[config.mk]
export PLATFORM = sky130hd
export DESIGN_NAME = mp4_movie_duration_parser
export DESIGN_NICKNAME = d
export VERILOG_FILES = /design/src/hdl/mmdp_pkg.sv /design/src/hdl/mmdp_front.sv /design/src/hdl/mmdp_fifo.sv /design/src/hdl/mmdp_divider.sv /design/src/hdl/mp4_movie_duration_parser.sv
export SDC_FILE = /design/constraint.sdc
export NUM_CORES = 1
export LEC_CHECK = 0
export BUFFER_PORTS_ARGS = -buffer_cell sky130_fd_sc_hd__buf_4
export CAP_MARGIN = 20
export CORE_UTILIZATION = 63
export CTS_BUF_LIST = sky130_fd_sc_hd__clkbuf_8
export CTS_CLUSTER_DIAMETER = 30
export CTS_CLUSTER_SIZE = 25
export DETAILED_ROUTE_END_ITERATION = 12
export GPL_TIMING_DRIVEN = 0
export PLACE_DENSITY_LB_ADDON = 0.3
export SETUP_SLACK_MARGIN = 0.5
export SYNTH_ARGS = -nofsm -noshare
export SYNTH_HDL_FRONTEND = slang
export SYNTH_SLANG_ARGS = --single-unit
[constraint.sdc]
create_clock -name clk_i -period 11.57 [get_ports clk_i]
set_input_delay 0.5785 -clock clk_i [delete_from_list [all_inputs] [get_ports clk_i]]
set_output_delay 0.5785 -clock clk_i [all_outputs]
set_load 0.03 [all_outputs]
[src/hdl/mmdp_pkg.sv]
// shared types and constants of the mp4 movie duration parser
package mmdp_pkg;

  localparam int unsigned FRACTION_BITS_DEF = 16;
  localparam int unsigned FIFO_DEPTH = 2;

  localparam logic [31:0] TAG_MOOV = 32'h6D6F_6F76;
  localparam logic [31:0] TAG_MVHD = 32'h6D76_6864;

  localparam logic [63:0] HDR_LEN = 64'd8;
  localparam logic [63:0] LARGE_HDR_LEN = 64'd16;
  localparam logic [4:0] HDR_LAST_SHORT = 5'd7;
  localparam logic [4:0] HDR_LAST_LARGE = 5'd15;

  localparam logic [4:0] V0_TS_AT = 5'd12;
  localparam logic [4:0] V0_DU_AT = 5'd16;
  localparam logic [4:0] V0_DU_END = 5'd20;
  localparam logic [4:0] V1_TS_AT = 5'd20;
  localparam logic [4:0] V1_DU_AT = 5'd24;
  localparam logic [5:0] V1_DU_END = 6'd32;

  typedef enum logic [1:0] {
    ST_FOUND   = 2'd0,
    ST_NO_MOOV = 2'd1,
    ST_NO_MVHD = 2'd2,
    ST_TS_ZERO = 2'd3
  } status_e;

  typedef enum logic [1:0] {
    PH_SEEK_MOOV,
    PH_SEEK_MVHD,
    PH_BODY,
    PH_DONE
  } phase_e;

  typedef enum logic [1:0] {
    BK_IDLE,
    BK_DIV,
    BK_HOLD
  } back_e;

  typedef struct packed {
    status_e     status;
    logic [7:0]  version;
    logic [31:0] timescale;
    logic [63:0] duration;
  } job_t;

endpackage

[src/hdl/mmdp_front.sv]
// byte parser: walks box headers, finds moov and mvhd, reads the mvhd fields
module mmdp_front (
  input  logic          clk_i,
  input  logic          rst_ni,
  input  logic          in_valid_i,
  output logic          in_stall_o,
  input  logic [7:0]    data_byte_i,
  input  logic          last_byte_i,
  input  logic          fifo_full_i,
  output logic          push_o,
  output mmdp_pkg::job_t job_o
);
  import mmdp_pkg::*;

  phase_e      phase_q, phase_d;
  logic [4:0]  cnt_q, cnt_d;
  logic [63:0] len_q, len_d;
  logic [31:0] tag_q, tag_d;
  logic [63:0] skip_q, skip_d;
  logic [7:0]  ver_q, ver_d;
  logic [31:0] ts_q, ts_d;
  logic [63:0] dur_q, dur_d;

  logic        accept;
  logic        hdr_end;
  logic        ver1;
  logic [63:0] hlen;
  logic [31:0] target;
  logic [4:0]  ts_at;
  logic [4:0]  du_at;
  logic [5:0]  du_end;

  assign in_stall_o = fifo_full_i;
  assign accept = in_valid_i & ~in_stall_o;

  always_ff @(posedge clk_i or negedge rst_ni) begin
    if (!rst_ni) begin
      phase_q <= PH_SEEK_MOOV;
      cnt_q   <= '0;
      len_q   <= '0;
      tag_q   <= '0;
      skip_q  <= '0;
      ver_q   <= '0;
      ts_q    <= '0;
      dur_q   <= '0;
    end else begin
      phase_q <= phase_d;
      cnt_q   <= cnt_d;
      len_q   <= len_d;
      tag_q   <= tag_d;
      skip_q  <= skip_d;
      ver_q   <= ver_d;
      ts_q    <= ts_d;
      dur_q   <= dur_d;
    end
  end

  always_comb begin
    phase_d = phase_q;
    cnt_d   = cnt_q;
    len_d   = len_q;
    tag_d   = tag_q;
    skip_d  = skip_q;
    ver_d   = ver_q;
    ts_d    = ts_q;
    dur_d   = dur_q;
    push_o  = 1'b0;
    job_o   = '{status: ST_FOUND, version: '0, timescale: '0, duration: '0};
    hdr_end = 1'b0;
    hlen    = HDR_LEN;
    target  = (phase_q == PH_SEEK_MOOV) ? TAG_MOOV : TAG_MVHD;
    ver1    = (ver_q == 8'd1);
    ts_at   = ver1 ? V1_TS_AT : V0_TS_AT;
    du_at   = ver1 ? V1_DU_AT : V0_DU_AT;
    du_end  = ver1 ? V1_DU_END : {1'b0, V0_DU_END};

    if (accept) begin
      unique case (phase_q)
        PH_SEEK_MOOV, PH_SEEK_MVHD: begin
          if (skip_q != '0) begin
            skip_d = skip_q - 64'd1;
          end else begin
            if (cnt_q == 5'd0 || cnt_q == 5'd8) begin
              len_d = {56'd0, data_byte_i};
            end else if (cnt_q < 5'd4 || (cnt_q > 5'd8 && cnt_q < 5'd16)) begin
              len_d = {len_q[55:0], data_byte_i};
            end else begin
              tag_d = {tag_q[23:0], data_byte_i};
            end
            cnt_d = cnt_q + 5'd1;
            if (cnt_q == HDR_LAST_SHORT && len_d != 64'd1) begin
              hdr_end = 1'b1;
            end else if (cnt_q == HDR_LAST_LARGE) begin
              hdr_end = 1'b1;
              hlen    = LARGE_HDR_LEN;
            end
            if (hdr_end) begin
              cnt_d = '0;
              if (tag_d == target) begin
                if (phase_q == PH_SEEK_MOOV) begin
                  phase_d = PH_SEEK_MVHD;
                end else begin
                  phase_d = PH_BODY;
                  ver_d   = '0;
                  ts_d    = '0;
                  dur_d   = '0;
                end
              end else if (len_d == '0 || len_d < hlen) begin
                push_o       = 1'b1;
                job_o.status = (phase_q == PH_SEEK_MOOV) ? ST_NO_MOOV : ST_NO_MVHD;
                phase_d      = PH_DONE;
              end else begin
                skip_d = len_d - hlen;
              end
            end
          end
        end
        PH_BODY: begin
          if (cnt_q == 5'd0) begin
            ver_d = data_byte_i;
          end else if (cnt_q >= ts_at && cnt_q < du_at) begin
            ts_d = {ts_q[23:0], data_byte_i};
          end else if (cnt_q >= du_at && {1'b0, cnt_q} < du_end) begin
            dur_d = {dur_q[55:0], data_byte_i};
          end
          cnt_d = cnt_q + 5'd1;
          if (cnt_q != 5'd0 && ({1'b0, cnt_q} + 6'd1) == du_end) begin
            push_o          = 1'b1;
            job_o.status    = (ts_d == '0) ? ST_TS_ZERO : ST_FOUND;
            job_o.version   = ver_q;
            job_o.timescale = ts_d;
            job_o.duration  = dur_d;
            phase_d         = PH_DONE;
          end
        end
        PH_DONE: begin
        end
        default: begin
        end
      endcase

      if (last_byte_i) begin
        if (!push_o && phase_q != PH_DONE) begin
          push_o       = 1'b1;
          job_o.status = (phase_d == PH_SEEK_MOOV) ? ST_NO_MOOV : ST_NO_MVHD;
        end
        phase_d = PH_SEEK_MOOV;
        cnt_d   = '0;
        len_d   = '0;
        tag_d   = '0;
        skip_d  = '0;
        ver_d   = '0;
        ts_d    = '0;
        dur_d   = '0;
      end
    end
  end

endmodule

[src/hdl/mmdp_fifo.sv]
// short result queue between the parser and the divider
module mmdp_fifo (
  input  logic           clk_i,
  input  logic           rst_ni,
  input  logic           push_i,
  input  mmdp_pkg::job_t job_i,
  input  logic           pop_i,
  output mmdp_pkg::job_t job_o,
  output logic           full_o,
  output logic           valid_o
);
  import mmdp_pkg::*;

  localparam int unsigned PtrW = (FIFO_DEPTH > 1) ? $clog2(FIFO_DEPTH) : 1;
  localparam int unsigned CntW = $clog2(FIFO_DEPTH + 1);

  job_t            mem_q [FIFO_DEPTH];
  logic [PtrW-1:0] wr_q, wr_d;
  logic [PtrW-1:0] rd_q, rd_d;
  logic [CntW-1:0] cnt_q, cnt_d;
  logic            do_push;
  logic            do_pop;

  assign full_o  = (cnt_q == CntW'(FIFO_DEPTH));
  assign valid_o = (cnt_q != '0);
  assign job_o   = mem_q[rd_q];
  assign do_push = push_i & ~full_o;
  assign do_pop  = pop_i & valid_o;

  always_comb begin
    wr_d  = wr_q;
    rd_d  = rd_q;
    cnt_d = cnt_q;
    if (do_push) begin
      wr_d = (wr_q == PtrW'(FIFO_DEPTH - 1)) ? '0 : wr_q + PtrW'(1);
    end
    if (do_pop) begin
      rd_d = (rd_q == PtrW'(FIFO_DEPTH - 1)) ? '0 : rd_q + PtrW'(1);
    end
    if (do_push && !do_pop) begin
      cnt_d = cnt_q + CntW'(1);
    end else if (do_pop && !do_push) begin
      cnt_d = cnt_q - CntW'(1);
    end
  end

  always_ff @(posedge clk_i or negedge rst_ni) begin
    if (!rst_ni) begin
      wr_q  <= '0;
      rd_q  <= '0;
      cnt_q <= '0;
    end else begin
      wr_q  <= wr_d;
      rd_q  <= rd_d;
      cnt_q <= cnt_d;
    end
  end

  always_ff @(posedge clk_i) begin
    if (do_push) begin
      mem_q[wr_q] <= job_i;
    end
  end

endmodule

[src/hdl/mmdp_divider.sv]
// bit-serial divider of duration by timescale and the result register
module mmdp_divider #(
  parameter int unsigned FRACTION_BITS = mmdp_pkg::FRACTION_BITS_DEF
) (
  input  logic                 clk_i,
  input  logic                 rst_ni,
  input  logic                 job_valid_i,
  input  mmdp_pkg::job_t       job_i,
  output logic                 pop_o,
  output logic                 out_valid_o,
  input  logic                 out_stall_i,
  output mmdp_pkg::status_e    status_o,
  output logic [7:0]           header_version_o,
  output logic [31:0]          ticks_per_second_o,
  output logic [63:0]          duration_ticks_o,
  output logic [63:0]          whole_seconds_o,
  output logic [15:0]          second_fraction_o
);
  import mmdp_pkg::*;

  localparam int unsigned QuotW = 64 + FRACTION_BITS;
  localparam int unsigned CntW = $clog2(QuotW + 1);

  back_e            st_q, st_d;
  status_e          stat_q, stat_d;
  logic [7:0]       ver_q, ver_d;
  logic [31:0]      ts_q, ts_d;
  logic [63:0]      dur_q, dur_d;
  logic [31:0]      rem_q, rem_d;
  logic [QuotW-1:0] quo_q, quo_d;
  logic [CntW-1:0]  cnt_q, cnt_d;
  logic [32:0]      trial;
  logic             qbit;

  always_ff @(posedge clk_i or negedge rst_ni) begin
    if (!rst_ni) begin
      st_q  <= BK_IDLE;
      cnt_q <= '0;
    end else begin
      st_q  <= st_d;
      cnt_q <= cnt_d;
    end
  end

  always_ff @(posedge clk_i) begin
    stat_q <= stat_d;
    ver_q  <= ver_d;
    ts_q   <= ts_d;
    dur_q  <= dur_d;
    rem_q  <= rem_d;
    quo_q  <= quo_d;
  end

  always_comb begin
    st_d   = st_q;
    cnt_d  = cnt_q;
    stat_d = stat_q;
    ver_d  = ver_q;
    ts_d   = ts_q;
    dur_d  = dur_q;
    rem_d  = rem_q;
    quo_d  = quo_q;
    pop_o  = 1'b0;
    trial  = {rem_q, quo_q[QuotW-1]};
    qbit   = (trial >= {1'b0, ts_q});

    unique case (st_q)
      BK_IDLE: begin
        if (job_valid_i) begin
          pop_o  = 1'b1;
          stat_d = job_i.status;
          ver_d  = job_i.version;
          ts_d   = job_i.timescale;
          dur_d  = job_i.duration;
          rem_d  = '0;
          cnt_d  = CntW'(QuotW);
          if (job_i.status == ST_FOUND) begin
            quo_d = QuotW'(job_i.duration) << FRACTION_BITS;
            st_d  = BK_DIV;
          end else begin
            quo_d = '0;
            st_d  = BK_HOLD;
          end
        end
      end
      BK_DIV: begin
        if (qbit) begin
          rem_d = 32'(trial - {1'b0, ts_q});
        end else begin
          rem_d = trial[31:0];
        end
        quo_d = {quo_q[QuotW-2:0], qbit};
        cnt_d = cnt_q - CntW'(1);
        if (cnt_q == CntW'(1)) begin
          st_d = BK_HOLD;
        end
      end
      BK_HOLD: begin
        if (!out_stall_i) begin
          st_d = BK_IDLE;
        end
      end
      default: begin
        st_d = BK_IDLE;
      end
    endcase
  end

  assign out_valid_o        = (st_q == BK_HOLD);
  assign status_o           = stat_q;
  assign header_version_o   = ver_q;
  assign ticks_per_second_o = ts_q;
  assign duration_ticks_o   = dur_q;
  assign whole_seconds_o    = quo_q[QuotW-1 -: 64];

  generate
    if (FRACTION_BITS >= 16) begin : g_frac_wide
      assign second_fraction_o = quo_q[15:0];
    end else if (FRACTION_BITS > 0) begin : g_frac_narrow
      assign second_fraction_o = 16'(quo_q[FRACTION_BITS-1:0]);
    end else begin : g_frac_none
      assign second_fraction_o = '0;
    end
  endgenerate

endmodule

[src/hdl/mp4_movie_duration_parser.sv]
// top level of the mp4 movie duration parser
//
//   channel  direction  handshake             beat
//   input    in         in_valid_i/in_stall_o   data_byte_i, last_byte_i
//   output   out        out_valid_o/out_stall_i status_o .. second_fraction_o
//
// one file byte a cycle while the queue is not full; the parser never stalls on its own
// with queue and divider idle, a result is queued, taken by the divider, divided bit by bit
//   in BK_DIV if found, and shown with out_valid_o in BK_HOLD; other results skip BK_DIV
// two results queued ahead of the divider stall the byte input
// rst_ni clears the parser to the moov search and empties queue and divider
module mp4_movie_duration_parser #(
  parameter int unsigned FRACTION_BITS = mmdp_pkg::FRACTION_BITS_DEF
) (
  input  logic        clk_i,
  input  logic        rst_ni,
  input  logic        in_valid_i,
  output logic        in_stall_o,
  input  logic [7:0]  data_byte_i,
  input  logic        last_byte_i,
  output logic        out_valid_o,
  input  logic        out_stall_i,
  output logic [1:0]  status_o,
  output logic [7:0]  header_version_o,
  output logic [31:0] ticks_per_second_o,
  output logic [63:0] duration_ticks_o,
  output logic [63:0] whole_seconds_o,
  output logic [15:0] second_fraction_o
);
  import mmdp_pkg::*;

  logic    push;
  job_t    push_job;
  logic    fifo_full;
  logic    fifo_valid;
  job_t    head_job;
  logic    pop;
  status_e status;

  mmdp_front u_front (
    .clk_i       (clk_i),
    .rst_ni      (rst_ni),
    .in_valid_i  (in_valid_i),
    .in_stall_o  (in_stall_o),
    .data_byte_i (data_byte_i),
    .last_byte_i (last_byte_i),
    .fifo_full_i (fifo_full),
    .push_o      (push),
    .job_o       (push_job)
  );

  mmdp_fifo u_fifo (
    .clk_i   (clk_i),
    .rst_ni  (rst_ni),
    .push_i  (push),
    .job_i   (push_job),
    .pop_i   (pop),
    .job_o   (head_job),
    .full_o  (fifo_full),
    .valid_o (fifo_valid)
  );

  mmdp_divider #(
    .FRACTION_BITS (FRACTION_BITS)
  ) u_divider (
    .clk_i              (clk_i),
    .rst_ni             (rst_ni),
    .job_valid_i        (fifo_valid),
    .job_i              (head_job),
    .pop_o              (pop),
    .out_valid_o        (out_valid_o),
    .out_stall_i        (out_stall_i),
    .status_o           (status),
    .header_version_o   (header_version_o),
    .ticks_per_second_o (ticks_per_second_o),
    .duration_ticks_o   (duration_ticks_o),
    .whole_seconds_o    (whole_seconds_o),
    .second_fraction_o  (second_fraction_o)
  );

  assign status_o = status;

endmodule

==> flow_metrics.tcl <==
set metrics [dict create \
    layout_worst_path_cycle_share_pct 61.8 \
    nNetsFinal 3486 \
    power_frac_comb_pct 42.3 \
    dp_hpwl_um 69900 \
    p_int_mw 6.71 \
    clk_pin_slew_ns 0.07 \
    cts_setup_buffers 0 \
    p_seq_share_pct 34.1 \
    grt_util_met3_pct 7.60 \
    timing.fmax_mhz 140 \
    cp-start-kind "register" \
    p_clk_share_pct 23.6 \
    dr.pass1.iters 6 \
    switching_share_pct 41.6 \
    arrival_ns 7.87 \
    tritoncts "yes" \
    cts_root_buf "clkbuf_8" \
    switchingPower_mw 4.78 \
    ios 201 \
    routed-via-count 27800 \
    grt_max_degree 117 \
    dp_slack_ns 4.68 \
    rsz0062_at_grt "no" \
    cts.path.max_buffers 3 \
    hold_path.class "input port to register" \
    hold_violations 0 \
    first_iter_violations 3065 \
    gp_congestion 0.994 \
    maxCapViolations 0 \
    wl_per_cell_um 24.0 \
    critPathMaxStageDelay_ns 0.73 \
    start_util_pct 63.7 \
    grt.busiest_layer "met2" \
    crit_type "register to register" \
    die_x_um 235 \
    slowest_stage "nor4_1" \
    ys.flop_type "edfxtp_1" \
    synth-seq-area-share_pct 58.5 \
    vdd_drop_max_mv 0.241 \
    yosysTopAreaCell "edfxtp_1" \
    yosysWarnings 0 \
    antenna_left 0 \
    p_leak_nw 15.8 \
    fin_ws_ns 4.41 \
    worst_path_most_repeated_cell "buf_2" \
    grt_use_met2_pct 57.9 \
    fillers 3559 \
    drc 0 \
    dieArea_mm2 0.0552 \
    rows 85 \
    syn_nets 3141 \
    chipHeight_um 235 \
    tightest_slew_ns 1.16 \
    synth_cells 3080 \
    insertion_delay_ns 0.81 \
    synth-seq-cells 714 \
    clkSinkCount 714 \
    port_buffers 195 \
    antenna_found_initial 2 \
    crit_chain "nand2b_1, nand2_1, buf_2, buf_2, buf_2, buf_2, buf_1, mux2i_1, ha_1, inv_1, fa_1, a2111oi_2, nor4b_1, nand4_1, nor4_1, nand2_1, xnor2_1, a21oi_1, o22ai_1" \
    setup_violations 0 \
    post_drt_via_cell_ratio 6.55 \
    track_usage_pct 36.7 \
    synthTopCellsByArea "edfxtp_1 38%, dfrtp_1 21%, nand2_1 5.1%" \
    netlist_area_mm2 0.0342 \
    avgSynthCellArea_um2 11.1 \
    p_total_mw 11.5 \
    yosys.area.top_type_share_pct 37.7 \
    critPathCaptureType "register" \
    syn2layout_area_growth_pct 16.5 \
    gr-usage-met1_pct 46.3 \
    min_period_ns 7.16 \
    grt_pass1_wl_um 156000 \
    cp_data_required_time_ns 12.28 \
    htreeDepth 4 \
    synth.distinct_cells 84 \
    core_area_mm2 0.0537 \
    powerDensity_mw_per_mm2 288 \
    cts_buffers 137 \
    synth-async-reset-ratio_pct 39.8 \
    worstPathMaxFanout 10 \
    worst_slew_margin_rel_pct 22.8 \
    routed_wl_um 102000 \
    overflow 0 \
    final_layout_size_suffix_gt1_share_pct 17.8 \
    grt_pass1_vias 27500 \
    clock_skew_ns 0.0404 \
    status "finished clean" \
    maxSlewViolCount 0 \
    synth_edf_count 430 \
]
[power by group through the flow]
stage               logic [mW]  registers, mW  clock network, mW
floorplan                 2.56           4.57                  0
global placement          4.54           4.03                  0
detailed placement        4.73           3.94                  0
CTS                       4.78           3.90               2.74
global route              5.15           3.96               2.86
finish                    4.86           3.92               2.71
[final cells by class]
cell class	count	area, µm²	share of cell area, %
Timing Repair Buffer	206	1710	4.29
Multi-Input combinational cell	2064	13000	32.6
Inverter	105	397	0.995
Antenna cell	3	7.51	0.0188
Buffer	197	812	2.04
Clock inverter	105	990	2.48
Sequential cell	714	20000	50.2
Tap cell	696	871	2.18
Clock buffer	149	2050	5.14
[cell usage in the layout, fill, tap and decap left out, types with 17 or more instances in the layout]
cell	count
a211oi_1	51
a21oi_1	206
a22o_1	174
a22oi_1	34
a31oi_1	26
and2_1	21
and3_1	39
buf_1	17
buf_2	37
buf_4	197
clkbuf_1	138
clkbuf_8	149
clkinv_2	22
clkinvlp_4	21
dfrtp_1	284
edfxtp_1	430
ha_1	46
inv_1	119
mux2_2	110
mux2i_1	29
nand2_1	468
nand3_1	37
nand4_1	26
nor2_1	156
nor3_1	54
nor4_1	43
o21ai_0	154
o22ai_1	51
xnor2_1	50
xor2_1	41
[registers in the layout, indices dropped and copies added (netlist names)]
register,count
u_divider.cnt_q,7
u_divider.duration_ticks_o,64
u_divider.header_version_o,8
u_divider.quo_q,80
u_divider.rem_q,32
u_divider.st_q,2
u_divider.status_o,2
u_divider.ticks_per_second_o,32
u_fifo.cnt_q,2
u_fifo.mem_q,212
u_fifo.rd_q,1
u_fifo.wr_q,1
u_front.cnt_q,5
u_front.dur_q,64
u_front.len_q,64
u_front.phase_q,2
u_front.skip_q,64
u_front.tag_q,32
u_front.ts_q,32
u_front.ver_q,8
[per-stage QoR]
| step | instance area (µm²) | cells | hold WS (ns) | setup TNS (ns) | utilization [%] |
|---|---|---|---|---|---|
| final | 39900 | 4239 | 0.124 | 0 | 74.2 |
| after global routing | 39900 | 4238 | 0.113 | 0 | 74.2 |
| after CTS | 39900 | 4236 | 0.0728 | 0 | 74.2 |
| after detailed placement | 36800 | 3981 | 0.473 | 0 | 68.5 |
| after global placement | 36500 | 3971 | 0.467 | -119.47 | 68.0 |
| after floorplan | 34200 | 3080 | 0.283 | 0 | - |
[worst paths after layout]
| path | start | to | slack [ns] | cells past startpoint |
|---|---|---|---|---|
| worst max-delay path | u_front.cnt_q[3]$_DFFE_PN0P_ | u_front.skip_q[49]$_DFFE_PN0P_ | 4.41 | 19 |
| worst min-delay path | out_stall_i | u_divider.st_q[1]$_DFFE_PN0P_ | 0.12 | 3 |
| worst max register to register | u_front.cnt_q[3]$_DFFE_PN0P_ | u_front.skip_q[49]$_DFFE_PN0P_ | 4.41 | 19 |
| worst min register to register | u_front.skip_q[61]$_DFFE_PN0P_ | u_front.skip_q[61]$_DFFE_PN0P_ | 0.49 | 1 |
| max in group asynchronous | rst_ni | u_front.phase_q[1]$_DFFE_PN0P_ | 10.24 | 3 |
| min in group asynchronous | rst_ni | u_front.tag_q[21]$_DFFE_PN0P_ | 0.31 | 2 |
[critical path: cells and delay by family, from the launching register on]
kind / cells / cell delay (ns)
DFF: 1 / 0.47
muxes: 1 / 0.36
AOI/OAI and AO/OA: 3 / 0.82
adders and majority gates: 2 / 0.67
xor gates and xnor gates: 1 / 0.31
and+or+nand+nor: 6 / 2.43
buffers and inverters: 6 / 1.99
[Yosys cell counts (5+ instances only)]
cell type / n
dfrtp_1: 284
o31ai_1: 10
o21ai_0: 154
a22o_1: 174
a21o_1: 15
clkbuf_1: 138
or4_1: 10
nor2b_1: 14
and2_1: 22
nand4_1: 26
a2111oi_0: 5
or3_1: 13
o2bb2ai_1: 14
nand2b_1: 14
xor2_1: 41
nor2_1: 157
xnor2_1: 50
nor4_1: 43
o21a_1: 7
nand3_1: 37
nand2_1: 468
or2_2: 14
o211ai_1: 14
buf_2: 37
nand4b_1: 5
a22oi_1: 34
edfxtp_1: 430
a31oi_1: 26
nor4b_1: 8
and3_1: 39
mux2i_1: 29
a21oi_1: 206
ha_1: 46
nor3_1: 54
inv_1: 105
mux2_2: 110
o2111ai_1: 5
o22ai_1: 51
a221oi_1: 14
buf_1: 17
a211oi_1: 51
and4_1: 9
[timing repair]
item                      4_1_cts  5_1_grt
hold buffers                    1        0
gates resized for setup         0        0
hold endpoints to repair       54        0
[layer usage]
layer | vias to the layer above | share of wire, % | wire [µm]
met3 | 381 | 8.9 | 9030
met2 | 1672 | 47 | 47800
met4 | 0 | 6.4 | 6540
li1 | 12200 | - | -
met5 | - | 0 | 0
met1 | 13500 | 38 | 38400
[kinds of logic after synthesis]
logic type,Yosys count,share of synthesized area [%]
compound gates,825,16.2
mux,139,4.47
xor+xnor,91,2.33
fa+ha+maj,48,1.80
simple gates,961,13.2
flops,714,58.5
buf+inv,302,3.53
Note: power is estimated with default switching activity, not from simulation.
